**src/assert_macros.svh**
```systemverilog
// Assertion helpers for the block that carries concurrent checks, moving_average_filter.
// Stand-alone header; expects a clock and an active-low reset name at each use.
`ifndef ASSERT_MACROS_SVH
`define ASSERT_MACROS_SVH

// Same-cycle implication, disabled while reset is asserted.
`define ASSERT_IMPLY(label, clk, rst_n, pre, post, msg) \
	label: assert property (@(posedge clk) disable iff (!rst_n) (pre) |-> (post)) \
		else $error(msg);

// Next-cycle implication, disabled while reset is asserted.
`define ASSERT_NEXT(label, clk, rst_n, pre, post, msg) \
	label: assert property (@(posedge clk) disable iff (!rst_n) (pre) |=> (post)) \
		else $error(msg);

`endif

```
**src/maf_pkg.sv**
```systemverilog
// Shared types, widths and helpers of the moving average filter.
// No dependencies; every other file but the assertion header refers to it by scoped names.
package maf_pkg;

	localparam int MAX_WINDOW   = 256;
	localparam int SAMPLE_BITS  = 24;
	localparam int CFG_BITS     = 9;
	localparam int PTR_BITS     = $clog2(MAX_WINDOW);
	localparam int FILL_BITS    = $clog2(MAX_WINDOW + 1);
	localparam int SUM_BITS     = SAMPLE_BITS + PTR_BITS;
	localparam int DIV_CNT_BITS = $clog2(SUM_BITS);
	localparam int CMD_DEPTH    = 4;
	localparam int CMD_PTR_BITS = $clog2(CMD_DEPTH);
	localparam int CMD_CNT_BITS = $clog2(CMD_DEPTH + 1);

	typedef logic signed [SAMPLE_BITS-1:0] sample_t;
	typedef logic signed [SUM_BITS-1:0]    sum_t;
	typedef logic [FILL_BITS-1:0]          fill_t;
	typedef logic [PTR_BITS-1:0]           ptr_t;

	// How the back end updates the running sum for one beat.
	typedef enum logic [1:0] {
		OP_GROW,      // window not yet full: add the new sample
		OP_SLIDE,     // window full: add the new sample, drop the oldest
		OP_RESTART,   // new record: the sum restarts at the new sample
		OP_RECOMPUTE  // window length changed: sum the ring again
	} op_t;

	typedef struct packed {
		sample_t sample;
		op_t     op;
		ptr_t    wp;       // ring slot that receives the sample
		ptr_t    evict;    // slot of the sample that leaves the window
		fill_t   count;    // samples in the window after this beat
		fill_t   divisor;  // effective window length
	} cmd_t;

	typedef struct packed {
		fill_t fill;
		logic  dirty;
	} front_stat_t;

	typedef struct packed {
		logic full;
		logic empty;
	} fifo_stat_t;

	function automatic sum_t sext_sum(input sample_t s);
		return {{(SUM_BITS - SAMPLE_BITS){s[SAMPLE_BITS-1]}}, s};
	endfunction

endpackage

```
**src/maf_front.sv**
```systemverilog
// Front end: holds the window length register, tracks record fill and ring pointer,
// and turns each accepted sample into a command for the back end. Uses maf_pkg.
module maf_front (
	input  logic                     clk,
	input  logic                     arst_n,
	input  logic                     cfg_we,
	input  logic [maf_pkg::CFG_BITS-1:0] cfg_data,
	input  logic                     in_valid,
	input  maf_pkg::sample_t         in_sample,
	input  logic                     in_start,
	output logic                     cmd_push,
	output maf_pkg::cmd_t            cmd,
	output maf_pkg::front_stat_t     stat
);

	logic [maf_pkg::CFG_BITS-1:0] wl_q;
	maf_pkg::fill_t               w_eff;
	maf_pkg::fill_t               fill_q;
	maf_pkg::fill_t               fill_before;
	maf_pkg::fill_t               fill_new;
	maf_pkg::ptr_t                wp_q;
	logic                         dirty_q;

	// Zero acts as one, anything beyond the ring acts as the full ring.
	always_comb begin
		if (wl_q == '0) begin
			w_eff = maf_pkg::FILL_BITS'(1);
		end else if (wl_q > maf_pkg::CFG_BITS'(maf_pkg::MAX_WINDOW)) begin
			w_eff = maf_pkg::FILL_BITS'(maf_pkg::MAX_WINDOW);
		end else begin
			w_eff = maf_pkg::FILL_BITS'(wl_q);
		end
	end

	assign fill_before = in_start ? '0 : fill_q;
	assign fill_new    = (fill_before == maf_pkg::FILL_BITS'(maf_pkg::MAX_WINDOW)) ?
		fill_before : fill_before + maf_pkg::FILL_BITS'(1);

	assign cmd_push = in_valid;

	always_comb begin
		cmd.sample  = in_sample;
		cmd.wp      = wp_q;
		cmd.evict   = wp_q - w_eff[maf_pkg::PTR_BITS-1:0];
		cmd.count   = (w_eff < fill_new) ? w_eff : fill_new;
		cmd.divisor = w_eff;
		if (in_start) begin
			cmd.op = maf_pkg::OP_RESTART;
		end else if (dirty_q) begin
			cmd.op = maf_pkg::OP_RECOMPUTE;
		end else if (fill_before >= w_eff) begin
			cmd.op = maf_pkg::OP_SLIDE;
		end else begin
			cmd.op = maf_pkg::OP_GROW;
		end
	end

	always_ff @(posedge clk or negedge arst_n) begin
		if (!arst_n) begin
			wl_q    <= maf_pkg::CFG_BITS'(1);
			fill_q  <= '0;
			wp_q    <= '0;
			dirty_q <= 1'b0;
		end else begin
			if (cfg_we) begin
				wl_q <= cfg_data;
			end
			if (in_valid) begin
				fill_q <= fill_new;
				wp_q   <= wp_q + maf_pkg::PTR_BITS'(1);
			end
			// A new window length makes the running sum stale until it is rebuilt.
			if (cfg_we) begin
				dirty_q <= 1'b1;
			end else if (in_valid) begin
				dirty_q <= 1'b0;
			end
		end
	end

	assign stat.fill  = fill_q;
	assign stat.dirty = dirty_q;

endmodule

```
**config.mk**
```make
export PLATFORM = sky130hd
export DESIGN_NAME = maf_front
export DESIGN_NICKNAME = d
export VERILOG_FILES = /design/src/assert_macros.svh /design/src/maf_pkg.sv /design/src/maf_front.sv
export SDC_FILE = /design/constraint.sdc
export NUM_CORES = 1
export LEC_CHECK = 0
export ABC_AREA = 1
export BUFFER_PORTS_ARGS = -buffer_cell sky130_fd_sc_hd__buf_2
export CORE_UTILIZATION = 48
export DETAILED_ROUTE_END_ITERATION = 12
export GPL_ROUTABILITY_DRIVEN = 0
export PLACE_DENSITY = 0.85
export SETUP_SLACK_MARGIN = 0.02
export SLEW_MARGIN = 40
export SYNTH_ARGS = -nofsm -noshare
export SYNTH_HDL_FRONTEND = slang
export SYNTH_SLANG_ARGS = --single-unit
export TNS_END_PERCENT = 50
```
**constraint.sdc**
```tcl
create_clock -name clk -period 2.89 [get_ports clk]
set_input_delay 0.289 -clock clk [delete_from_list [all_inputs] [get_ports clk]]
set_output_delay 0.289 -clock clk [all_outputs]
set_load 0.02 [all_outputs]
```
==> impl_metrics.prom <==
# TYPE chip_impl_metric gauge
chip_impl_metric{name="placement.cell_area",unit="µm²"} 2830
chip_impl_info{name="critical_path.reg2reg.startpoint",value="fill_q[1]$_DFFE_PN0P_"} 1
chip_impl_metric{name="cp.arrival",unit="ps"} 2820
chip_impl_metric{name="setup_viol",unit=""} 10
chip_impl_metric{name="postSynthNetCount",unit=""} 409
chip_impl_metric{name="areal_power_density_over_the_cells",unit="nW/µm²"} 675
chip_impl_metric{name="hold_viol_final",unit=""} 0
chip_impl_info{name="clk_root_buffer_cell",value="sky130_fd_sc_hd__clkbuf_8"} 1
chip_impl_metric{name="die_y",unit="µm"} 74.1
chip_impl_metric{name="grt_antenna_before_repair",unit=""} 0
chip_impl_metric{name="grt_max_degree",unit=""} 28
chip_impl_metric{name="ys_ff_latch",unit=""} 27
chip_impl_info{name="min-delay-path-class",value="in2async"} 1
chip_impl_info{name="crit_path_leading_delay_family",value="simple AND/OR/NAND/NOR gates"} 1
chip_impl_metric{name="drc_errors",unit=""} 0
chip_impl_metric{name="synthesis.instances",unit=""} 343
chip_impl_metric{name="worst_skew",unit="ps"} 1.06
chip_impl_metric{name="grt_use_total",unit="%"} 25.1
chip_impl_metric{name="total_die_area",unit="µm²"} 5500
chip_impl_metric{name="yosysWarningCount",unit=""} 0
chip_impl_metric{name="r2r_setup_slack",unit="ps"} 1250
chip_impl_metric{name="count_of_nets_left_with_antenna_violations_after_detail_routing",unit=""} 0
chip_impl_metric{name="timing.critical_path.slowest_cell_delay",unit="ps"} 380
chip_impl_metric{name="clock_insertion_delay_at_the_later_pin_of_the_skew_report",unit="ps"} 290
chip_impl_metric{name="gr-total-overflow",unit=""} 0
chip_impl_metric{name="fmax",unit="MHz"} 322
chip_impl_info{name="worst-setup-path-type",value="reg2out"} 1
chip_impl_metric{name="cts_made_buffers",unit=""} 3
chip_impl_metric{name="via_per_inst",unit=""} 5.34
chip_impl_metric{name="placement_rows",unit=""} 25
chip_impl_metric{name="post-dp-hpwl",unit="µm"} 5090
chip_impl_metric{name="setup_ws",unit="ps"} -217
chip_impl_metric{name="routed_wl",unit="µm"} 6760
chip_impl_metric{name="synth.lib_cells_used.distinct",unit=""} 33
chip_impl_metric{name="total_vias_in_the_final_route",unit=""} 2499
chip_impl_metric{name="drt-wirelength-per-cell",unit="µm"} 14.4
chip_impl_info{name="tritoncts",value="yes"} 1
chip_impl_metric{name="layout-drive-gt1-share",unit="%"} 31.9
chip_impl_metric{name="num-nets-final",unit=""} 468
chip_impl_info{name="layout.cells.most_common",value="sky130_fd_sc_hd__nand2_1"} 1
chip_impl_metric{name="slew_violations",unit=""} 0
chip_impl_metric{name="worst-path-max-fanout",unit=""} 11
chip_impl_metric{name="grt_use_met3",unit="%"} 4.47
chip_impl_info{name="violations",value="setup timing"} 1
chip_impl_metric{name="p_total",unit="mW"} 2.09
chip_impl_metric{name="crit_buf_inv",unit=""} 5
chip_impl_metric{name="summed_instance_area_of_the_synthesized_netlist",unit="µm²"} 2500
chip_impl_info{name="commonest_cells_after_routing_fill_and_taps_aside",value="sky130_fd_sc_hd__nand2_1 (69), sky130_fd_sc_hd__inv_1 (50), sky130_fd_sc_hd__buf_2 (49)"} 1
chip_impl_info{name="path_common_cell",value="sky130_fd_sc_hd__nand2_1"} 1
chip_impl_metric{name="grt_pass1_wl",unit="µm"} 10500
chip_impl_info{name="worst_r2r_endpoint",value="fill_q[2]$_DFFE_PN0P_"} 1
chip_impl_metric{name="ctsLongestPathBuffers",unit=""} 2
chip_impl_metric{name="clock_sinks",unit=""} 27
chip_impl_info{name="worst_path_max_delay_cell",value="sky130_fd_sc_hd__dfrtp_1"} 1
chip_impl_info{name="crit_path_start_kind",value="register"} 1
chip_impl_metric{name="chipWidth",unit="µm"} 74.1
chip_impl_metric{name="number_of_global_route_vias_before_repair",unit=""} 2264
chip_impl_metric{name="fin_crit_sh",unit="%"} 108
chip_impl_metric{name="ys_seq_area_share",unit="%"} 27.1
chip_impl_metric{name="slew-limit-headroom",unit="%"} 57.2
chip_impl_metric{name="layout-area-overhead-vs-synth",unit="%"} 23.9
chip_impl_metric{name="clk_transition_reported_paths",unit="ps"} 100
chip_impl_metric{name="placement.io_buffers",unit=""} 60
chip_impl_metric{name="core_area",unit="µm²"} 4850
chip_impl_metric{name="met2_usage",unit="%"} 40.8
chip_impl_metric{name="firstDrtPassIters",unit=""} 4
chip_impl_metric{name="detail_route.iter0.violations",unit=""} 133
chip_impl_info{name="grt_peak_use_layer",value="met2"} 1
chip_impl_metric{name="htree_num_levels",unit=""} 1
chip_impl_metric{name="syn_avg_cell_area",unit="µm²"} 7.28
chip_impl_metric{name="groute.layer.met1.usage",unit="%"} 33.5
chip_impl_metric{name="power.leakage",unit="nW"} 1.69
chip_impl_metric{name="layout_min_cycle_time",unit="ps"} 3110
chip_impl_metric{name="worst-r2r-cell-count",unit=""} 12
chip_impl_metric{name="ir_drop",unit="µV"} 708
chip_impl_metric{name="antenna-diode-count",unit=""} 0
chip_impl_metric{name="max_cap_violations",unit=""} 0
chip_impl_metric{name="initial_cell_density_of_the_core",unit="%"} 51.5
chip_impl_info{name="outcome",value="complete, but fails checks"} 1
chip_impl_metric{name="fin_area",unit="µm²"} 3100
chip_impl_info{name="rsz0062_at_grt",value="yes"} 1
chip_impl_info{name="timing.critical_path.to_type",value="primary output"} 1
chip_impl_metric{name="pin_count",unit=""} 109
chip_impl_metric{name="timing_worst_slew_pin_value",unit="ps"} 642
chip_impl_metric{name="cp.required",unit="ps"} 2600
chip_impl_info{name="crit_path_cell_trace",value="inv_2 > nor2_4 > inv_1 > ha_2 > nand2_1 > nor2_1 > nand3_1 > nand2_1 > nand2_1 > o21ai_2 > ha_1 > nand2_1 > inv_1 > o21bai_1 > a21oi_2 > nor2_2 > buf_12 > nand2_8 > nand2_1 > nand2_1 > buf_6"} 1
==> registers in the layout, summed over array words and instances (netlist names) <==
register and cells:
fill_q 9, wl_q 9, dirty_q 1, wp_q 8
==> metrics by stage <==
stage	cells	hold slack, ps	util (%)	setup WS [ps]	TNS (ps)
global placement	459	334	58.3	36.9	0
global route	468	46.7	63.8	-385	-3440
detailed placement	459	344	58.3	-81.1	-631
finish	468	5.14	63.8	-217	-1840
floorplan	343	-6.59	-	42.4	0
CTS	465	25.3	61.3	-183	-1660
==> Yosys cell counts <==
cell type	count	area share [%]
sky130_fd_sc_hd__nor2_2	1	0.25
sky130_fd_sc_hd__nand3_1	16	3.2
sky130_fd_sc_hd__a21o_1	1	0.30
sky130_fd_sc_hd__ha_1	27	14
sky130_fd_sc_hd__nand4_1	7	1.8
sky130_fd_sc_hd__nand2_2	2	0.50
sky130_fd_sc_hd__buf_2	1	0.20
sky130_fd_sc_hd__and3_1	1	0.25
sky130_fd_sc_hd__o21ai_0	22	4.4
sky130_fd_sc_hd__or2_2	1	0.25
sky130_fd_sc_hd__nand3b_1	1	0.30
sky130_fd_sc_hd__clkbuf_1	5	0.75
sky130_fd_sc_hd__inv_4	1	0.25
sky130_fd_sc_hd__inv_1	53	8.0
sky130_fd_sc_hd__nand2_1	73	11
sky130_fd_sc_hd__buf_4	26	7.8
sky130_fd_sc_hd__a21oi_1	15	3.0
sky130_fd_sc_hd__buf_6	1	0.45
sky130_fd_sc_hd__nand3_2	2	0.80
sky130_fd_sc_hd__dfrtp_1	26	26
sky130_fd_sc_hd__dfstp_2	1	1.1
sky130_fd_sc_hd__xnor2_1	6	2.1
sky130_fd_sc_hd__nor3_1	4	0.80
sky130_fd_sc_hd__o21bai_1	3	0.90
sky130_fd_sc_hd__fa_1	1	0.80
sky130_fd_sc_hd__nor2_1	26	3.9
sky130_fd_sc_hd__nor2_4	2	0.90
sky130_fd_sc_hd__nor3_2	1	0.40
sky130_fd_sc_hd__o21ai_1	2	0.40
sky130_fd_sc_hd__nand2_4	2	0.90
sky130_fd_sc_hd__nor3_4	1	0.65
sky130_fd_sc_hd__o21a_1	1	0.30
sky130_fd_sc_hd__xor2_1	11	3.9
==> per-layer routing <==
| layer | routed length, µm | share of wire [%] | vias up |
|---|---|---|---|
| li1 | - | - | 1187 |
| met1 | 2760 | 41 | 1166 |
| met3 | 582 | 8.6 | 17 |
| met2 | 3280 | 48 | 129 |
| met5 | 0 | 0 | - |
| met4 | 143 | 2.1 | 0 |
==> power breakdown <==
part / total [mW] / switching (mW) / internal [mW]
combinational: 1.33 / 0.806 / 0.520
clock: 0.240 / 0.141 / 0.0986
sequential: 0.524 / 0.0787 / 0.445
==> layout make-up <==
class / count / area, µm²
clock inverter: 1 / 7.51
timing repair buffer: 85 / 562
tap: 67 / 83.8
clock buffer: 3 / 41.3
fill: 400 / 1750
inverter: 54 / 205
multi-input combinational: 231 / 1520
sequential: 27 / 678
==> worst max path at each step <==
stage / slack [ps] / startpoint / to / cells past startpoint
after floorplan: 40 / fill_q[1]$_DFFE_PN0P_ / cmd[14] / 15
after global placement: 40 / in_start / cmd[14] / 18
after detailed placement: -80 / in_start / cmd[10] / 18
after CTS: -180 / fill_q[1]$_DFFE_PN0P_ / cmd[10] / 21
after global routing: -380 / fill_q[4]$_DFFE_PN0P_ / cmd[14] / 15
final: -220 / fill_q[1]$_DFFE_PN0P_ / cmd[14] / 21
==> cell families after synthesis <==
group | count (synthesis) | synth area share [%]
simple gates | 140 | 25.9
buf+inv | 87 | 17.4
compound gates | 44 | 9.32
fa+ha+maj | 28 | 14.3
flops | 27 | 27.1
xor+xnor | 17 | 5.96
==> what timing repair did <==
item,in CTS,in global routing
cloned,0,2
gates resized for setup,28,25
pin swaps,2,1
endpoints found under the setup margin,11,14
hold buffers,0,0
buffers inserted,2,1
endpoints found under the hold margin,0,0
Power figures use the tool's default switching activity.
