$ cat config.mk
export PLATFORM = sky130hd
export DESIGN_NAME = maf_cmd_fifo
export DESIGN_NICKNAME = d
export VERILOG_FILES = /design/src/assert_macros.svh /design/src/maf_pkg.sv /design/src/maf_cmd_fifo.sv
export SDC_FILE = /design/constraint.sdc
export NUM_CORES = 1
export LEC_CHECK = 0
export ABC_CLOCK_PERIOD_IN_PS = 4800
export BUFFER_PORTS_ARGS = -buffer_cell sky130_fd_sc_hd__buf_4
export CAP_MARGIN = 0
export CORE_MARGIN = 2
export CORE_UTILIZATION = 30
export DETAILED_ROUTE_END_ITERATION = 10
export HOLD_SLACK_MARGIN = 0.06
export SYNTH_ARGS = -nofsm -noshare
export SYNTH_HDL_FRONTEND = slang
export SYNTH_SLANG_ARGS = --single-unit
$ cat constraint.sdc
create_clock -name clk -period 4.8 [get_ports clk]
set_clock_uncertainty 0.2 [all_clocks]
set_input_delay 0.24 -clock clk [delete_from_list [all_inputs] [get_ports clk]]
set_output_delay 0.24 -clock clk [all_outputs]
set_load 0.02 [all_outputs]
$ cat src/assert_macros.svh
// Assertion helpers for the block that carries concurrent checks, moving_average_filter.
// Stand-alone header; expects a clock and an active-low reset name at each use.
`ifndef ASSERT_MACROS_SVH
`define ASSERT_MACROS_SVH

// Same-cycle implication, disabled while reset is asserted.
`define ASSERT_IMPLY(label, clk, rst_n, pre, post, msg) \
	label: assert property (@(posedge clk) disable iff (!rst_n) (pre) |-> (post)) \
		else $error(msg);

// Next-cycle implication, disabled while reset is asserted.
`define ASSERT_NEXT(label, clk, rst_n, pre, post, msg) \
	label: assert property (@(posedge clk) disable iff (!rst_n) (pre) |=> (post)) \
		else $error(msg);

`endif

$ cat src/maf_pkg.sv
// Shared types, widths and helpers of the moving average filter.
// No dependencies; every other file but the assertion header refers to it by scoped names.
package maf_pkg;

	localparam int MAX_WINDOW   = 256;
	localparam int SAMPLE_BITS  = 24;
	localparam int CFG_BITS     = 9;
	localparam int PTR_BITS     = $clog2(MAX_WINDOW);
	localparam int FILL_BITS    = $clog2(MAX_WINDOW + 1);
	localparam int SUM_BITS     = SAMPLE_BITS + PTR_BITS;
	localparam int DIV_CNT_BITS = $clog2(SUM_BITS);
	localparam int CMD_DEPTH    = 4;
	localparam int CMD_PTR_BITS = $clog2(CMD_DEPTH);
	localparam int CMD_CNT_BITS = $clog2(CMD_DEPTH + 1);

	typedef logic signed [SAMPLE_BITS-1:0] sample_t;
	typedef logic signed [SUM_BITS-1:0]    sum_t;
	typedef logic [FILL_BITS-1:0]          fill_t;
	typedef logic [PTR_BITS-1:0]           ptr_t;

	// How the back end updates the running sum for one beat.
	typedef enum logic [1:0] {
		OP_GROW,      // window not yet full: add the new sample
		OP_SLIDE,     // window full: add the new sample, drop the oldest
		OP_RESTART,   // new record: the sum restarts at the new sample
		OP_RECOMPUTE  // window length changed: sum the ring again
	} op_t;

	typedef struct packed {
		sample_t sample;
		op_t     op;
		ptr_t    wp;       // ring slot that receives the sample
		ptr_t    evict;    // slot of the sample that leaves the window
		fill_t   count;    // samples in the window after this beat
		fill_t   divisor;  // effective window length
	} cmd_t;

	typedef struct packed {
		fill_t fill;
		logic  dirty;
	} front_stat_t;

	typedef struct packed {
		logic full;
		logic empty;
	} fifo_stat_t;

	function automatic sum_t sext_sum(input sample_t s);
		return {{(SUM_BITS - SAMPLE_BITS){s[SAMPLE_BITS-1]}}, s};
	endfunction

endpackage

$ cat src/maf_cmd_fifo.sv
// Short command queue between the front end and the back end.
// Uses maf_pkg for the command type and depth.
module maf_cmd_fifo (
	input  logic                 clk,
	input  logic                 arst_n,
	input  logic                 push,
	input  maf_pkg::cmd_t        wdata,
	input  logic                 pop,
	output maf_pkg::cmd_t        rdata,
	output maf_pkg::fifo_stat_t  stat
);

	maf_pkg::cmd_t                    mem_q [maf_pkg::CMD_DEPTH];
	logic [maf_pkg::CMD_PTR_BITS-1:0] wr_ptr_q;
	logic [maf_pkg::CMD_PTR_BITS-1:0] rd_ptr_q;
	logic [maf_pkg::CMD_CNT_BITS-1:0] cnt_q;
	logic                             do_push;
	logic                             do_pop;

	assign stat.full  = (cnt_q == maf_pkg::CMD_CNT_BITS'(maf_pkg::CMD_DEPTH));
	assign stat.empty = (cnt_q == '0);
	assign do_push    = push && !stat.full;
	assign do_pop     = pop && !stat.empty;
	assign rdata      = mem_q[rd_ptr_q];

	always_ff @(posedge clk) begin
		if (do_push) begin
			mem_q[wr_ptr_q] <= wdata;
		end
	end

	always_ff @(posedge clk or negedge arst_n) begin
		if (!arst_n) begin
			wr_ptr_q <= '0;
			rd_ptr_q <= '0;
			cnt_q    <= '0;
		end else begin
			if (do_push) begin
				wr_ptr_q <= wr_ptr_q + maf_pkg::CMD_PTR_BITS'(1);
			end
			if (do_pop) begin
				rd_ptr_q <= rd_ptr_q + maf_pkg::CMD_PTR_BITS'(1);
			end
			if (do_push && !do_pop) begin
				cnt_q <= cnt_q + maf_pkg::CMD_CNT_BITS'(1);
			end else if (do_pop && !do_push) begin
				cnt_q <= cnt_q - maf_pkg::CMD_CNT_BITS'(1);
			end
		end
	end

endmodule

==> flow_metrics.env, run 1 <==
export IMPL_final_nets=624
export IMPL_fmax_mhz=321
export IMPL_holdCritStartpoint="wdata[56]"
export IMPL_synth_area_per_cell_um2=26.1
export IMPL_ant_nets=0
export IMPL_clk_path_buf_depth=3
export IMPL_period_needed_ns=3.12
export IMPL_diodes=0
export IMPL_hp_class="input pin to flop"
export IMPL_r2r_start="cnt_q[2]$_DFFE_PN0P_"
export IMPL_grt_pass1_vias=4784
export IMPL_drv_slew=0
export IMPL_syn_cell_area_um2=9150
export IMPL_clock_sinks=247
export IMPL_min_to="mem_q[3][56]$_DFFE_PP_"
export IMPL_wire_per_inst_um=17.6
export IMPL_syn2layout_area_growth_pct=31.1
export IMPL_clkPwrFrac=0.282
export IMPL_layout_drive_gt1_share=0.404
export IMPL_ios=126
export IMPL_synth_seq_cells=247
export IMPL_r2r_end="mem_q[1][5]$_DFFE_PP_"
export IMPL_r2r_cells=3
export IMPL_critPathMostFrequentCell="buf_4"
export IMPL_synth_nets=420
export IMPL_cts_root_buf="clkbuf_16"
export IMPL_cts_post_setup_buffers_inserted=0
export IMPL_syn_instance_count=350
export IMPL_numCtsBuffers=26
export IMPL_crit_chain="buf_4, mux4_2, buf_4"
export IMPL_place_congestion=0.669
export IMPL_endpoint_kind="output port"
export IMPL_setup_viol=0
export IMPL_power_density_nw_per_um2=626
export IMPL_relSlewSlack=0.341
export IMPL_antenna_found_initial=0
export IMPL_synth_warnings=0
export IMPL_grtUsageTotal=0.107
export IMPL_p_int_w=0.00530
export IMPL_holdPathStages=2
export IMPL_path_class="flop to output port"
export IMPL_finalSetupTns_ns=0
export IMPL_switching_share=0.294
export IMPL_max_cap_violations=0
export IMPL_dp_hpwl_mm=9.62
export IMPL_vias=4258
export IMPL_startpoint_type="flop"
export IMPL_final_common_cell="edfxtp_1"
export IMPL_port_buffers=125
export IMPL_seqPwrFrac=0.424
export IMPL_grt_ovfl_total=0
export IMPL_ys_types=22
export IMPL_path_clk_slew_ns=0.06
export IMPL_path_buf_inv=2
export IMPL_initial_core_util=0.306
export IMPL_cts_max_level=1
export IMPL_rsz0062_at_grt="no"
export IMPL_drt_iter0_drc=268
export IMPL_p_switching_w=0.00221
export IMPL_p_comb_frac=0.294
export IMPL_yosysSeqAreaShare=0.807
export IMPL_slowest_delay_ns=0.98
export IMPL_grt_start_max_net_pins=62
export IMPL_rows=63
export IMPL_cp_arrival_ns=2.68
export IMPL_fin_cells=962
export IMPL_fp_dieArea_um2=31900
export IMPL_routed_wl_mm=16.9
export IMPL_min_period_over_period=0.649
export IMPL_firstDrtPassIters=4
export IMPL_crit_family="flip-flops"
export IMPL_grt_pass1_wl_mm=26.2
export IMPL_max_vdd_ir_drop_mv=0.418
export IMPL_hold_viol_final=0
export IMPL_place_inst=852
export IMPL_vias_per_cell=4.43
export IMPL_status="finished, final reports clean"
export IMPL_core_um2=29900
export IMPL_cts_tree="done"
export IMPL_power_leakage_nw=4.12
export IMPL_crit_fanout=41
export IMPL_final_cell_mix="edfxtp_1, buf_4, dlygate4sd3_1, mux4_2, clkbuf_16"
export IMPL_r2r_slack_ns=2.17
export IMPL_die_w_um=179
export IMPL_drc_errors=0
export IMPL_crit_required_ns=4.36
export IMPL_clkLatencyLatePin_ns=0.53
export IMPL_die_h_um=179
export IMPL_slowest_stage="dfrtp_4"
export IMPL_tightest_slew_ns=0.989
-- cell usage after synthesis --
cell      number  area (µm²)
buf_6          1        11.3
inv_1          4        15.0
dfrtp_1        7         175
mux2_4         1        15.0
fa_1           1        20.0
mux2_2         1        11.3
and2_1         4        25.0
or3_1          1        6.26
xnor2_1        4        35.0
ha_1           5        62.6
nand2_1        1        3.75
mux4_1         2        52.6
nand3_1        1        5.00
edfxtp_1     240        7210
mux4_2        58        1310
buf_2          7        35.0
buf_12         6         120
nor2_1         1        3.75
nor2b_1        1        6.26
xor2_1         2        17.5
nor3b_2        1        12.5
clkbuf_1       1        3.75
-- cells by family (layout without fill, tap and decap cells) --
family	after synthesis	after routing	synth area share
flip-flops	247	247	0.807
multiplexers	62	62	0.151
buffers and inverters	19	241	0.0202
AND/OR/NAND/NOR	10	10	0.00684
adder cells (fa/ha/maj)	6	6	0.00903
XOR/XNOR	6	6	0.00574
-- sequential cells by signal, indices dropped and copies added, names as in the netlist --
signal,count
cnt_q,3
rd_ptr_q,2
mem_q,240
wr_ptr_q,2
-- worst max path at each step --
stage                     cells after the start                     to  slack [ns]                    start
after floorplan                               4  mem_q[0][0]$_DFFE_PP_        1.89     cnt_q[2]$_DFFE_PN0P_
after global placement                        3              rdata[23]        2.16  rd_ptr_q[0]$_DFFE_PN0P_
after detailed placement                      3              rdata[23]        2.14  rd_ptr_q[0]$_DFFE_PN0P_
after CTS                                     3              rdata[23]        1.56  rd_ptr_q[0]$_DFFE_PN0P_
after global routing                          3              rdata[23]        1.46  rd_ptr_q[0]$_DFFE_PN0P_
final                                         3              rdata[23]        1.68  rd_ptr_q[0]$_DFFE_PN0P_
-- power by group through the flow --
stage               Sequential (W)  Clock [W]  Combinational, W
CTS                        0.00321    0.00218           0.00227
detailed placement         0.00325          0           0.00221
global placement           0.00322          0           0.00220
global route               0.00325    0.00224           0.00238
finish                     0.00318    0.00212           0.00221
floorplan                  0.00299          0           0.00167
-- layout make-up --
class | instances | area, µm²
clock buffer | 31 | 691
clock inverter | 15 | 221
fill | 2642 | 17900
inverter | 4 | 15.0
multi-input combinational | 84 | 1590
sequential | 247 | 7390
tap | 390 | 488
timing repair buffer | 191 | 1590
-- worst reg2reg max path, stage by stage, from the launching register on --
cell	delay (ns)
dfrtp_1	0.40
nor3b_2	0.17
nor2b_1	0.50
and2_4	0.91
-- metal layers --
| metal | share of wire | up-vias | GRT usage |
|---|---|---|---|
| met5 | 0 | - | 0 |
| met4 | 0.028 | 0 | 0.0318 |
| met3 | 0.049 | 31 | 0.0243 |
| met2 | 0.51 | 117 | 0.191 |
| met1 | 0.41 | 2210 | 0.130 |
| li1 | - | 1900 | - |
-- stage by stage --
step / setup WS, ns / instance area [µm²] / power (W) / hold slack [ns] / utilization
6_report: 1.68 / 12000 / 0.00751 / 0.257 / 0.401
5_1_grt: 1.46 / 12000 / 0.00787 / 0.246 / 0.401
4_1_cts: 1.56 / 12000 / 0.00765 / 0.228 / 0.401
3_5_place_dp: 2.14 / 10400 / 0.00547 / -0.140 / 0.349
3_3_place_gp: 2.16 / 10400 / 0.00541 / -0.145 / 0.349
2_1_floorplan: 1.89 / 9150 / 0.00465 / -0.256 / -
-- timing repair --
| action | in CTS | in global routing |
|---|---|---|
| hold buffers | 64 | 0 |
| endpoints found under the hold margin | 251 | 0 |
| resized for setup | 0 | 0 |
No activity file was read; power rests on OpenSTA's default activity.
==> inputs of run 2 (changes only) <==
Settings changed: ABC_AREA set to 1, ABC_CLOCK_PERIOD_IN_PS 4800 to 2680.
Clock period 4.8 ns to 2.68 ns, I/O delays scaled along.
==> run 2 against run 1 <==
Die area up 14%; clock-buffer cell count fell by 2; sequential share of layout area fell by 6.7 points; largest cell class unchanged; first-iteration DRC count decreased by 22%; via count increased by 44%; routed wire length rose by 28%; non-clock buffer count grew 17; register-to-register slack got worse by 1.7 ns; core utilization shrank 1.0 points; global-route usage is 1.3 points higher.
==> flow_metrics.env, run 2 <==
export IMPL_crit_chain="clkinv_2, buf_12, o211ai_1, nand2_1, buf_4"
export IMPL_ant_nets=0
export IMPL_drt_met1_wl_mm=9.59
export IMPL_timing_final_ws_setup_ns=0.199
export IMPL_vias=6117
export IMPL_synth_seq_cells=247
export IMPL_tightest_slew_ns=0.760
export IMPL_dp_hpwl_mm=13.2
export IMPL_seqPwrFrac=0.361
export IMPL_syn_instance_count=761
export IMPL_fillers=3295
export IMPL_synth_edf_count=240
export IMPL_fin_cells=1433
export IMPL_drc_errors=0
export IMPL_ys_types=21
export IMPL_top_layer_used="met4"
export IMPL_core_um2=34400
export IMPL_status="finished, final reports clean"
export IMPL_period_needed_ns=2.48
export IMPL_path_class="flop to output port"
export IMPL_syn2layout_area_growth_pct=28.8
export IMPL_path_clk_slew_ns=0.06
export IMPL_syn_cell_area_um2=10400
export IMPL_numCtsBuffers=27
export IMPL_place_inst=1321
export IMPL_top_register="mem_q"
export IMPL_cts_root_buf="clkbuf_16"
export IMPL_yosysSeqAreaShare=0.707
export IMPL_max_cap_violations=0
export IMPL_cts_max_level=1
export IMPL_drv_slew=0
export IMPL_final_common_cell="edfxtp_1"
export IMPL_routed_wl_mm=21.6
export IMPL_synth_top_area_frac=0.690
export IMPL_place_congestion=0.700
export IMPL_pre_cts_ws_ns=0.489
export IMPL_synth_most_common_cell="edfxtp_1"
export IMPL_slowest_delay_ns=0.41
export IMPL_p_comb_frac=0.410
export IMPL_clkPwrFrac=0.229
export IMPL_synth_nets=831
export IMPL_hp_class="input pin to flop"
export IMPL_firstDrtPassIters=4
export IMPL_ios=126
export IMPL_grt_ovfl_total=0
export IMPL_crit_required_ns=2.35
export IMPL_p_switching_w=0.00547
export IMPL_p_int_w=0.00923
export IMPL_grtUsageTotal=0.120
export IMPL_final_nets=1029
export IMPL_finalSetupTns_ns=0
export IMPL_relSlewSlack=0.493
export IMPL_fp_dieArea_um2=36300
export IMPL_yosysTopAreaCell="edfxtp_1"
export IMPL_vias_per_cell=4.27
export IMPL_rsz0062_at_grt="no"
export IMPL_power_leakage_nw=5.40
export IMPL_initial_core_util=0.304
export IMPL_min_period_over_period=0.926
export IMPL_grt_start_max_net_pins=63
export IMPL_fmax_mhz=403
export IMPL_cp_arrival_ns=2.15
export IMPL_grt_pass1_wl_mm=34.2
export IMPL_synth_area_per_cell_um2=13.7
export IMPL_max_vdd_ir_drop_mv=0.542
export IMPL_clock_sinks=247
export IMPL_setup_viol=0
export IMPL_top_regs="mem_q x240, cnt_q x3"
export IMPL_power_density_nw_per_um2=1090
export IMPL_met2_length_mm=10.8
export IMPL_switching_share=0.372
export IMPL_cts_tree="done"
export IMPL_clkLatencyLatePin_ns=0.53
export IMPL_placed_area_um2=12000
export IMPL_yosys_top_cells_area="edfxtp_1, o211ai_2, nand2_1"
export IMPL_largest_reg_flops=240
export IMPL_cts_post_setup_buffers_inserted=0
export IMPL_clk_path_buf_depth=3
export IMPL_dr_wl_met3_um=825
export IMPL_synthFlopType="edfxtp_1"
export IMPL_antenna_found_initial=2
export IMPL_layout_drive_gt1_share=0.296
export IMPL_synth_common_cells="edfxtp_1, nand2_1, inv_1"
export IMPL_port_buffers=125
export IMPL_fin_area_um2=13400
export IMPL_slowest_stage="dfrtp_4"
export IMPL_ys_async_sr_fraction=0.0283
export IMPL_grt_pass1_vias=6284
export IMPL_rows=68
export IMPL_hold_viol_final=0
export IMPL_startpoint_type="flop"
export IMPL_drt_iter0_drc=208
export IMPL_synth_warnings=0
export IMPL_endpoint_kind="output port"
export IMPL_crit_fanout=22
export IMPL_die_w_um=191
export IMPL_final_cell_mix="edfxtp_1, nand2_1, inv_1, buf_4, o211ai_2"
export IMPL_wire_per_inst_um=15.1
export IMPL_die_h_um=191
==> run 2: cell types whose count changed after synthesis, moves of 4 or more <==
cell	previous run	this run
o211ai_2	0	73
buf_1	0	4
inv_1	4	133
and2_1	4	0
nand2_1	1	171
o211ai_1	0	47
nand2_2	0	27
nand3_1	1	7
mux4_2	58	0
buf_6	1	20
buf_12	6	0
==> run 2: metal layers <==
| layer | vias to the layer above | GRT usage |
|---|---|---|
| met4 | 0 | 0.0313 |
| met2 | 119 | 0.213 |
| met1 | 2918 | 0.152 |
| met5 | - | 0 |
| li1 | 3046 | - |
| met3 | 34 | 0.0195 |
==> run 2: cell families (layout without fill, tap and decap cells) <==
logic type,Yosys count,in the layout,synth area share
buffers and inverters,176,391,0.0794
AOI/OAI and AO/OA,121,121,0.122
xor gates and xnor gates,1,1,0.000839
adders and majority gates,6,6,0.00791
other,0,2,0
and+or+nand+nor,210,210,0.0830
DFF,247,247,0.707
==> run 2: critical path, delay by kind of cell, from the launching register on <==
family / cells / cell delay [ns]
AO/OA/AOI/OAI: 1 / 0.11
buffers and inverters: 3 / 0.95
flip-flops: 1 / 0.41
AND/OR/NAND/NOR: 1 / 0.13
==> run 2: power by group through the flow <==
stage / clock (W) / sequential, W / combinational, W
3_3_place_gp: 0 / 0.00536 / 0.00604
6_report: 0.00337 / 0.00530 / 0.00603
2_1_floorplan: 0 / 0.00536 / 0.00395
5_1_grt: 0.00362 / 0.00536 / 0.00663
4_1_cts: 0.00348 / 0.00530 / 0.00619
3_5_place_dp: 0 / 0.00538 / 0.00609
==> run 2: area by class of cell <==
class | instances | area [µm²] | share of cell area
tap | 455 | 569 | 0.0423
inverter | 137 | 528 | 0.0393
clock inverter | 17 | 114 | 0.00847
multi-input combinational | 338 | 2260 | 0.168
antenna | 2 | 5.00 | 0.000372
timing repair buffer | 208 | 1900 | 0.141
clock buffer | 29 | 683 | 0.0508
sequential | 247 | 7390 | 0.549
==> run 2: per-stage QoR <==
stage	util	power, W	hold slack, ns
after floorplan	-	0.00931	-0.362
after global placement	0.349	0.0114	-0.246
after detailed placement	0.349	0.0115	-0.246
after CTS	0.391	0.0150	0.107
after global routing	0.391	0.0156	0.122
final	0.391	0.0147	0.139
==> run 2: final timing paths <==
| path | from | endpoint | slack [ns] | cells after the start |
|---|---|---|---|---|
| worst max-delay path | rd_ptr_q[1]$_DFFE_PN0P_ | rdata[13] | 0.20 | 5 |
| worst min-delay path | wdata[29] | mem_q[0][29]$_DFFE_PP_ | 0.14 | 2 |
| worst max register to register | cnt_q[0]$_DFFE_PN0P_ | cnt_q[1]$_DFFE_PN0P_ | 0.47 | 9 |
| worst min register to register | wr_ptr_q[1]$_DFFE_PN0P_ | wr_ptr_q[1]$_DFFE_PN0P_ | 0.33 | 2 |
| max in group asynchronous | arst_n | rd_ptr_q[1]$_DFFE_PN0P_ | 1.61 | 3 |
| min in group asynchronous | arst_n | wr_ptr_q[1]$_DFFE_PN0P_ | 0.40 | 3 |
==> run 2: repair_timing <==
action	4_1_cts	5_1_grt
hold buffers	64	0
resized for setup	1	1
setup endpoints to repair	1	5
hold endpoints to repair	254	0
==> inputs of run 3 (changes only) <==
Settings changed: CELL_PAD_IN_SITES_DETAIL_PLACEMENT set to 0, CELL_PAD_IN_SITES_GLOBAL_PLACEMENT set to 1, PLACE_DENSITY_LB_ADDON set to 0.1.
==> run 3 against run 2 <==
Sequential power barely moved; sequential share of layout area is 0.14 points higher; combinational power about the same; critical path depth rose by 1; global-route usage increased by 0.81 points; total power up 1.0%; clock power up 4%; via count increased by 0.64%; non-clock buffer count fell by 1; cell count did not move; flip-flop and latch count did not move; critical path type unchanged; largest cell class unchanged; largest power group unchanged.
==> flow_metrics.env, run 3 (same netlist as run 2, synthesis figures left out) <==
export IMPL_grtUsageTotal=0.128
export IMPL_initial_core_util=0.304
export IMPL_r2r_start="cnt_q[0]$_DFFE_PN0P_"
export IMPL_largest_reg_flops=240
export IMPL_final_cell_mix="edfxtp_1, nand2_1, inv_1, buf_4, o211ai_2"
export IMPL_holdPathStages=2
export IMPL_place_congestion=0.725
export IMPL_port_buffers=125
export IMPL_r2r_cells=10
export IMPL_crit_fanout=53
export IMPL_min_period_over_period=0.921
export IMPL_clkLatencyLatePin_ns=0.53
export IMPL_slowest_stage="dfrtp_1"
export IMPL_drt_iter0_drc=201
export IMPL_relSlewSlack=0.683
export IMPL_diodes=0
export IMPL_ios=126
export IMPL_layout_drive_gt1_share=0.292
export IMPL_vias=6156
export IMPL_max_cap_violations=0
export IMPL_rows=68
export IMPL_grt_start_max_net_pins=63
export IMPL_clkPwrFrac=0.236
export IMPL_crit_required_ns=2.35
export IMPL_firstDrtPassIters=4
export IMPL_hp_class="input pin to flop"
export IMPL_final_nets=1030
export IMPL_fp_dieArea_um2=36300
export IMPL_die_h_um=191
export IMPL_p_comb_frac=0.407
export IMPL_vias_per_cell=4.30
export IMPL_ctsResizeCount=0
export IMPL_cts_root_buf="clkbuf_16"
export IMPL_slowest_delay_ns=0.45
export IMPL_routed_wl_mm=23.1
export IMPL_ant_nets=0
export IMPL_clock_sinks=247
export IMPL_grt_pass1_vias=6420
export IMPL_cp_arrival_ns=2.14
export IMPL_p_int_w=0.00932
export IMPL_endpoint_kind="output port"
export IMPL_crit_chain="inv_8, buf_4, nand2_1, o211ai_1, nand2_1, buf_4"
export IMPL_seqPwrFrac=0.358
export IMPL_fillers=3309
export IMPL_min_to="mem_q[1][24]$_DFFE_PP_"
export IMPL_period_needed_ns=2.47
export IMPL_final_util=0.390
export IMPL_switching_share=0.372
export IMPL_finalSetupTns_ns=0
export IMPL_max_vdd_ir_drop_mv=0.692
export IMPL_drc_errors=0
export IMPL_numCtsBuffers=29
export IMPL_critPathLaunch="rd_ptr_q[0]$_DFFE_PN0P_"
export IMPL_path_class="flop to output port"
export IMPL_power_density_nw_per_um2=1110
export IMPL_top_regs="mem_q x240, cnt_q x3"
export IMPL_r2r_end="cnt_q[2]$_DFFE_PN0P_"
export IMPL_grt_ovfl_total=0
export IMPL_dp_hpwl_mm=13.8
export IMPL_cts_tree="done"
export IMPL_top_register="mem_q"
export IMPL_r2r_slack_ns=0.67
export IMPL_cts_max_level=1
export IMPL_startpoint_type="flop"
export IMPL_syn2layout_area_growth_pct=28.4
export IMPL_path_clk_slew_ns=0.06
export IMPL_status="finished, final reports clean"
export IMPL_die_w_um=191
export IMPL_wire_per_inst_um=16.1
export IMPL_hold_viol_final=0
export IMPL_fmax_mhz=405
export IMPL_tightest_slew_ns=0.476
export IMPL_antenna_found_initial=1
export IMPL_p_switching_w=0.00552
export IMPL_holdCritStartpoint="wdata[24]"
export IMPL_power_leakage_nw=5.39
export IMPL_setup_viol=0
export IMPL_final_common_cell="edfxtp_1"
export IMPL_multi_input_area_um2=2260
export IMPL_ff_latch_area_um2=7390
export IMPL_clk_path_buf_depth=3
export IMPL_rsz0062_at_grt="no"
export IMPL_grt_pass1_wl_mm=36.2
export IMPL_core_um2=34400
export IMPL_finalPower_w=0.0148
export IMPL_finalHoldWorstSlack_ns=0.147
export IMPL_drv_slew=0
run 3: timing repair:
action	in CTS	in global routing
hold endpoints to repair	258	0
hold buffers	64	0
setup endpoints to repair	0	0
setup buffers	0	0
run 3: layer usage:
metal | up-vias | routed length [µm] | share of wire | GRT usage
met4 | 2 | 376 | 0.016 | 0.0313
li1 | 3033 | - | - | -
met1 | 2988 | 10700 | 0.46 | 0.171
met2 | 102 | 11000 | 0.48 | 0.218
met3 | 31 | 921 | 0.040 | 0.0213
met5 | - | 13 | 0.00056 | 0
run 3: power groups by stage:
| stage | Clock, W | Sequential (W) | Combinational, W |
|---|---|---|---|
| after floorplan | 0 | 0.00536 | 0.00395 |
| after global placement | 0 | 0.00536 | 0.00611 |
| after global routing | 0.00378 | 0.00537 | 0.00667 |
| after detailed placement | 0 | 0.00539 | 0.00616 |
| final | 0.00350 | 0.00531 | 0.00604 |
| after CTS | 0.00362 | 0.00531 | 0.00625 |
run 3: final cells by class:
cell class              count  share of cell area
repair buffers            207               0.137
inverters                 137              0.0390
clock inverters            11             0.00560
clock buffers              38              0.0566
multi-input cells         338               0.168
well taps                 455              0.0424
flip-flops and latches    247               0.551
run 3: stage by stage:
stage	setup slack (ns)	instance area, µm²	std cells
floorplan	-0.268	10500	761
global placement	0.705	11900	1320
detailed placement	0.666	11900	1320
CTS	0.131	13400	1433
global route	0.0609	13400	1433
finish	0.211	13400	1433
run 3: critical path, delay by kind of cell (launching register included):
| kind | cells | cell delay, ns |
|---|---|---|
| DFF | 1 | 0.45 |
| and+or+nand+nor | 2 | 0.20 |
| AOI/OAI and AO/OA | 1 | 0.10 |
| buffers and inverters | 3 | 0.85 |
run 3: worst max-delay path by stage:
stage               slack [ns]                      to  cells after the start
CTS                       0.13               rdata[39]                      6
floorplan                -0.27   mem_q[0][0]$_DFFE_PP_                      4
detailed placement        0.67  mem_q[3][52]$_DFFE_PP_                      6
finish                    0.21               rdata[39]                      6
global route              0.06               rdata[39]                      6
global placement          0.71    cnt_q[2]$_DFFE_PN0P_                     10
